**config.mk**
```make
export PLATFORM = sky130hd
export DESIGN_NAME = cfbs_chan_eval
export DESIGN_NICKNAME = d
export VERILOG_FILES = /design/src/design/cfbs_pkg.sv /design/src/design/cfbs_chan_eval.sv
export SDC_FILE = /design/constraint.sdc
export NUM_CORES = 1
export LEC_CHECK = 0
export BUFFER_PORTS_ARGS = -buffer_cell sky130_fd_sc_hd__buf_2
export CAP_MARGIN = 25
export CORE_AREA = 5 5 42 44
export DETAILED_ROUTE_END_ITERATION = 8
export DIE_AREA = 0 0 47 49
export SYNTH_ARGS = -nofsm -noshare
export SYNTH_HDL_FRONTEND = slang
export SYNTH_SLANG_ARGS = --single-unit
```
**constraint.sdc**
```tcl
create_clock -name vclk -period 1.57
set_input_delay 0.2355 -clock vclk [all_inputs]
set_output_delay 0.2355 -clock vclk [all_outputs]
set_load 0.02 [all_outputs]
```
**src/design/cfbs_pkg.sv**
```systemverilog
// shared types and constants for the channel fifo bank with select
package cfbs_pkg;

  // request modes
  localparam logic [2:0] MODE_SEND   = 3'd0;
  localparam logic [2:0] MODE_RECV   = 3'd1;
  localparam logic [2:0] MODE_CLOSE  = 3'd2;
  localparam logic [2:0] MODE_QUERY  = 3'd3;
  localparam logic [2:0] MODE_SELECT = 3'd4;

  // result status codes
  localparam logic [1:0] ST_OK     = 2'd0;
  localparam logic [1:0] ST_BLOCK  = 2'd1;
  localparam logic [1:0] ST_CLOSED = 2'd2;

  // field widths fixed by the interface
  localparam int MODE_W  = 3;
  localparam int CHAN_W  = 3;
  localparam int WORD_W  = 32;
  localparam int MASK_W  = 8;
  localparam int CAP_W   = 5;

  // select scans up to eight cases
  localparam int SELECT_SLOTS = 8;

  // configuration register map
  localparam logic REG_CAPACITY = 1'b0;
  localparam logic [CAP_W-1:0] CAP_RESET = 5'd16;

  // verdict of the shared channel evaluator
  typedef struct packed {
    logic ok;    // the send or receive can be carried out
    logic live;  // the case may still succeed later
  } eval_t;

endpackage

```
**src/design/cfbs_chan_eval.sv**
```systemverilog
// shared evaluator: judges one send or receive case and works out ring positions
module cfbs_chan_eval
  import cfbs_pkg::*;
#(
  parameter int MAX_DEPTH = 16,
  localparam int PW = (MAX_DEPTH > 1) ? $clog2(MAX_DEPTH) : 1,
  localparam int FW = $clog2(MAX_DEPTH + 1)
) (
  input  logic          present,
  input  logic          closed,
  input  logic          is_send,
  input  logic [PW-1:0] rp,
  input  logic [FW-1:0] fill,
  input  logic [FW-1:0] eff_cap,
  output eval_t         res,
  output logic [PW-1:0] wr_pos,
  output logic [PW-1:0] rp_next
);

  logic [FW:0] sum;
  logic        empty;

  assign empty = (fill == '0);

  // success and liveness of the case
  always_comb begin
    if (is_send) begin
      res.ok   = present && !closed && (fill < eff_cap);
      res.live = present && !closed;
    end else begin
      res.ok   = present && !empty;
      res.live = present && !(closed && empty);
    end
  end

  // tail position: read pointer plus fill, wrapped once at the ring size
  always_comb begin
    sum = (FW+1)'(rp) + (FW+1)'(fill);
    if (sum >= (FW+1)'(MAX_DEPTH)) begin
      sum = sum - (FW+1)'(MAX_DEPTH);
    end
    wr_pos = sum[PW-1:0];
  end

  // head advance after a receive
  assign rp_next = (rp == PW'(MAX_DEPTH - 1)) ? '0 : rp + PW'(1);

endmodule

```
==> results of run 1 <==
worst min-delay path, cell delays in order:
cell and delay, ns:
buf_2 0.11, a31oi_1 0.07, buf_2 0.15
report_power, final:
group / total, mW / leakage, nW / internal [mW] / switching (mW)
combinational: 0.180 / 0.293 / 0.0802 / 0.100
clock: 0 / 0 / 0 / 0
sequential: 0 / 0 / 0 / 0
total: 0.180 / 0.293 / 0.0802 / 0.100
cell type report:
| cell class | instances | area [um2] | area share, % |
|---|---|---|---|
| well taps | 16 | 20.02 | 3.970 |
| inverters | 10 | 37.54 | 7.444 |
| multi-input cells | 31 | 284.0 | 56.33 |
| repair buffers | 30 | 162.7 | 32.26 |
through the flow:
stage / util [%] / worst slack (ns) / hold WS (ns) / cells
2_1_floorplan: - / 0.1375 / 0.5476 / 41
3_3_place_gp: 34.46 / 0.01206 / 0.8014 / 87
3_5_place_dp: 34.46 / -0.004681 / 0.7996 / 87
4_1_cts: 34.46 / 0.03638 / 0.7994 / 87
5_1_grt: 35.98 / -0.01136 / 0.8165 / 87
6_report: 35.98 / 0.05042 / 0.7960 / 87
how the worst min path moves through the flow:
| stage | slack, ns | endpoint | startpoint | depth (start not counted) |
|---|---|---|---|---|
| 2_1_floorplan | 0.55 | rp_next[0] | rp[0] | 1 |
| 3_3_place_gp | 0.80 | rp_next[0] | rp[3] | 3 |
| 3_5_place_dp | 0.80 | rp_next[0] | rp[3] | 3 |
| 4_1_cts | 0.80 | rp_next[0] | rp[3] | 3 |
| 5_1_grt | 0.82 | rp_next[0] | rp[3] | 3 |
| 6_report | 0.80 | rp_next[0] | rp[3] | 3 |
cells in the final DEF, fill, tap and decap left out:
cell type / count
buf_2: 25
inv_1: 10
ha_1: 7
buf_4: 5
a21oi_1: 3
xor2_1: 2
xnor2_1: 2
nand3_1: 2
o21ai_0: 2
nand2_1: 2
a21o_1: 1
a21oi_2: 1
nor4_2: 1
o21a_1: 1
a31oi_1: 1
nor4bb_1: 1
nor2b_1: 1
o21ai_1: 1
a32o_1: 1
fa_1: 1
ha_4: 1
timing repair:
| action | 4_1_cts | 5_1_grt |
|---|---|---|
| gates resized for setup | 1 | 4 |
| hold buffers | 0 | 0 |
| endpoints found under the setup margin | 1 | 2 |
| pin swaps | 0 | 0 |
cell usage after synthesis (all sizes together):
cell type / instances
a21o: 1
nand2: 2
a21oi: 4
nor4bb: 1
ha: 8
xnor2: 2
nor2b: 1
o21ai: 3
xor2: 2
fa: 1
a31oi: 1
nor4: 1
nand3: 2
a32o: 1
o21a: 1
inv: 10
cell families (layout without fill, tap and decap cells):
| group | Yosys count | count (layout) | synth area share [%] |
|---|---|---|---|
| compound gates | 11 | 11 | 21.72 |
| xor+xnor | 4 | 4 | 11.48 |
| fa+ha+maj | 9 | 9 | 39.35 |
| buf+inv | 10 | 40 | 12.30 |
| simple gates | 7 | 7 | 15.17 |
routing by layer:
layer,vias up,global-route usage [%]
met1,149,10.26
met3,0,0.3690
met5,-,0
met2,12,12.44
met4,0,0
li1,202,-
==> key figures, run 1 <==
Route
  – DR vias: 363
  – Routed Antenna Nets: 0
  – WL met2: 388 um
  – Drt via density: 4.172
  – Wire length on met1: 356 um
  – DR WL met3: 67 um
  – DR top layer: met3
  – DRC: 0
  – 1st-iter DRT viols: 2
  – Total Wirelength: 813 um
  – Routed wire length per instance: 9.345 um
  – Drt pass-1 iters: 2

Worst setup path
  – Crit path to: res[1]
  – Worst setup path startpoint: eff_cap[2]
  – Worst EP arrival: 1.28 ns
  – Slowest CP cell: ha_4
  – Crit path depth: 8
  – Critical path buffer and inverter count: 3
  – Setup CP Type: primary input to output port
  – Worst Setup End Kind: output port
  – CP Launch Type: primary input
  – WP data required: 1.33 ns
  – Delay-heaviest family, CP: compound AO/OA/AOI/OAI gates
  – Worst-path maximum fanout: 2
  – Critical Path, Cell by Cell: buf_2 -> inv_1 -> ha_4 -> nand2_1 -> o21ai_1 -> nand3_1 -> a32o_1 -> buf_4
  – Worst stage delay on the critical path: 0.26 ns

STA
  – Final Hold Vio Count: 0
  – RSZ-0062 raised after global routing: yes
  – Slew Limit Fails: 0
  – Setup_tns: 0 ns
  – Rel. slew slack: 83.19%
  – Worst slew pin tran: 0.2488 ns
  – Final setup vio count: 0
  – Crit share post-route: 96.79%
  – Fmax: 0.6581 GHz
  – Post-route minimum period: 1.520 ns

Power and ir drop
  – Total power draw: 0.1803 mW
  – Leakage power: 0.2933 nW
  – Maximum VDD drop: 0.1159 mV
  – Cell area power density: 357.6 mW/mm2

Finish
  – Fillers: 172
  – ANT cells: 0
  – Area grow syn2layout: 65.16%
  – Clock buf count: 0
  – # nets final: 99
  – Final instance area: 504.2 um2
  – Seq cells: 0
  – Share of cells above drive strength 1: 46.48%
  – Register area: 0 um2

Min path
  – Hold Path Class: primary input to output port

Placement
  – # port buffers: 27
  – Area after DPL: 483.0 um2
  – GPL Wtd Cong: 0.7325
  – Hpwl dp: 761.6 um

Floorplanning
  – Die Area: 0.002303 mm2
  – FP Rows: 14
  – Io pins: 27
  – Die height: 49 um
  – Initial Util: 21.79%
  – DIE WIDTH: 47 um
  – Core Region: 0.001401 mm2

CTS
  – Postcts setup bufs: 0

Yosys
  – Syn nets: 67
  – Syn avg cell area: 7.446 um2
  – Share of the synthesized area in the top cell type: 32.79%
  – Post-Syn Area: 305.3 um2
  – Ranking of synthesized cells by area: ha_1 (33%), inv_1 (12%), a21oi_1 (6.6%), fa_1 (6.6%), xnor2_1 (5.7%)
  – Post-synthesis cell count: 41
  – Area leader, netlist: ha_1
  – Ys Warns: 0
  – Netlist cell types: 16
  – Sequential area share after synthesis: 0%

Global route
  – Initial antenna violation count: 0
  – First-pass GRT wire length: 1393 um
  – Number of global-route vias before repair: 346
  – Total GRT Usage: 7.238%
  – Total gr overflow: 0
  – Largest net degree at the start of global routing: 6

Outcome
  – Status: finished clean

Job
  – MaxCap Viol Count: 0
No activity file was read; power rests on OpenSTA's default activity.
==> run 2: changes to the inputs <==
==> constraint.sdc (replaced) <==
create_clock -name vclk -period 1.54
set_input_delay 0.231 -clock vclk [all_inputs]
set_output_delay 0.231 -clock vclk [all_outputs]
set_load 0.02 [all_outputs]
==> run 2 against run 1 <==
Global-route usage increased by 0.065 points. Total power increased by 13%. Non-clock buffer count increased by 1. Combinational power increased by 13%. First-iteration DRC count decreased by 50%. Worst setup slack improved by 0.021 ns. Cell area increased by 12%. Clock-buffer cell count unchanged. Core utilization increased by 4.2 points. Critical path type unchanged. Largest cell class unchanged.
==> key figures, run 2 (synthesis gave the netlist of run 1 again) <==
Outcome
  – Status: finished clean

Min path
  – Hold Path Class: primary input to output port

Finish
  – Clock buf count: 0
  – Non-filler cells, final: 88
  – ANT cells: 0
  – Most frequent cells in the layout: buf_2 (21), inv_1 (8), buf_4 (7), ha_1 (4)
  – Most common cell after layout, fill and taps aside: buf_2
  – # nets final: 100
  – Share of cells above drive strength 1: 55.56%
  – Seq cells: 0
  – Register area: 0 um2
  – Fillers: 157
  – Area grow syn2layout: 84.43%
  – Final instance area: 563.0 um2
  – Final Util: 40.18%

STA
  – RSZ-0062 raised after global routing: no
  – Post-route minimum period: 1.469 ns
  – Rel. slew slack: 82.66%
  – Final Hold Vio Count: 0
  – Slew Limit Fails: 0
  – Worst hold slack: 0.7953 ns
  – Final worst slack: 0.07135 ns
  – Worst slew pin tran: 0.2566 ns
  – Final setup vio count: 0
  – Crit share post-route: 95.37%
  – Fmax: 0.6809 GHz

Route
  – DR vias: 382
  – Drt pass-1 iters: 2
  – Routed Antenna Nets: 0
  – Total Wirelength: 867 um
  – DRC: 0
  – 1st-iter DRT viols: 1
  – Routed wire length per instance: 9.852 um
  – Drt via density: 4.341

Worst setup path
  – Worst setup path startpoint: fill[0]
  – Worst EP arrival: 1.24 ns
  – WP data required: 1.31 ns
  – Worst-path maximum fanout: 2
  – Worst Setup End Kind: output port
  – Setup CP Type: primary input to output port
  – CP Launch Type: primary input
  – Crit path to: wr_pos[1]

Floorplanning
  – Initial Util: 21.79%
  – Io pins: 27
  – Die Area: 0.002303 mm2
  – DIE WIDTH: 47 um
  – Die height: 49 um
  – Core Region: 0.001401 mm2
  – FP Rows: 14

Placement
  – Worst slack, placed: -0.006565 ns
  – Area after DPL: 490.5 um2
  – # port buffers: 27
  – Post-Place Cells: 88
  – GPL Wtd Cong: 0.7318
  – Hpwl dp: 797.3 um

Power and ir drop
  – Maximum VDD drop: 0.1285 mV
  – Cell area power density: 362.3 mW/mm2
  – Leakage power: 0.3009 nW

Job
  – MaxCap Viol Count: 0

Global route
  – Initial antenna violation count: 0
  – Total gr overflow: 0
  – Largest net degree at the start of global routing: 6
  – Total GRT Usage: 7.303%
  – First-pass GRT wire length: 1386 um
  – Number of global-route vias before repair: 327

CTS
  – Hold_buf cts: 0
  – Postcts setup bufs: 0
-- run 2: worst max-delay path: stages --
cell and delay (ns):
buf_2 0.10, ha_2 0.17, inv_1 0.05, fa_2 0.51
inv_1 0.03, buf_2 0.14
-- run 2: power breakdown --
part           internal (mW)  switching, mW  total, mW
registers                  0              0          0
logic                 0.0967          0.107      0.204
clock network              0              0          0
-- run 2: layout make-up --
type	count	area (um2)	area share (%)
tap	16	20.02	3.556
multi-input combinational	31	314.1	55.78
timing repair buffer	31	191.4	34.00
inverter	10	37.54	6.667
-- run 2: worst min-delay path by stage --
stage                     start          to  cells after the start
after global routing      rp[3]  rp_next[0]                      3
after floorplan           rp[0]  rp_next[0]                      1
after CTS                 rp[3]  rp_next[0]                      3
after global placement    rp[3]  rp_next[0]                      3
final                     rp[3]  rp_next[0]                      3
after detailed placement  rp[3]  rp_next[0]                      3
-- run 2: through the flow --
stage | power, mW | TNS (ns)
4_1_cts | 0.1804 | 0
6_report | 0.2040 | 0
5_1_grt | 0.2255 | 0
3_5_place_dp | 0.1783 | -0.006565
2_1_floorplan | 0.1027 | 0
3_3_place_gp | 0.1759 | -0.008849
-- run 2: timing repair --
| action | CTS | global route |
|---|---|---|
| endpoints found under the setup margin | 1 | 3 |
| pin swaps | 0 | 6 |
| gates resized for setup | 2 | 15 |
-- run 2: per-layer routing --
| layer | routed length, um | track usage [%] | vias up | share of wire, % |
|---|---|---|---|---|
| met5 | 0 | 0 | - | 0 |
| met4 | 0 | 0 | 0 | 0 |
| met3 | 97 | 1.107 | 0 | 11 |
| met2 | 417 | 11.76 | 12 | 48 |
| met1 | 353 | 10.68 | 165 | 41 |
| li1 | - | - | 205 | - |
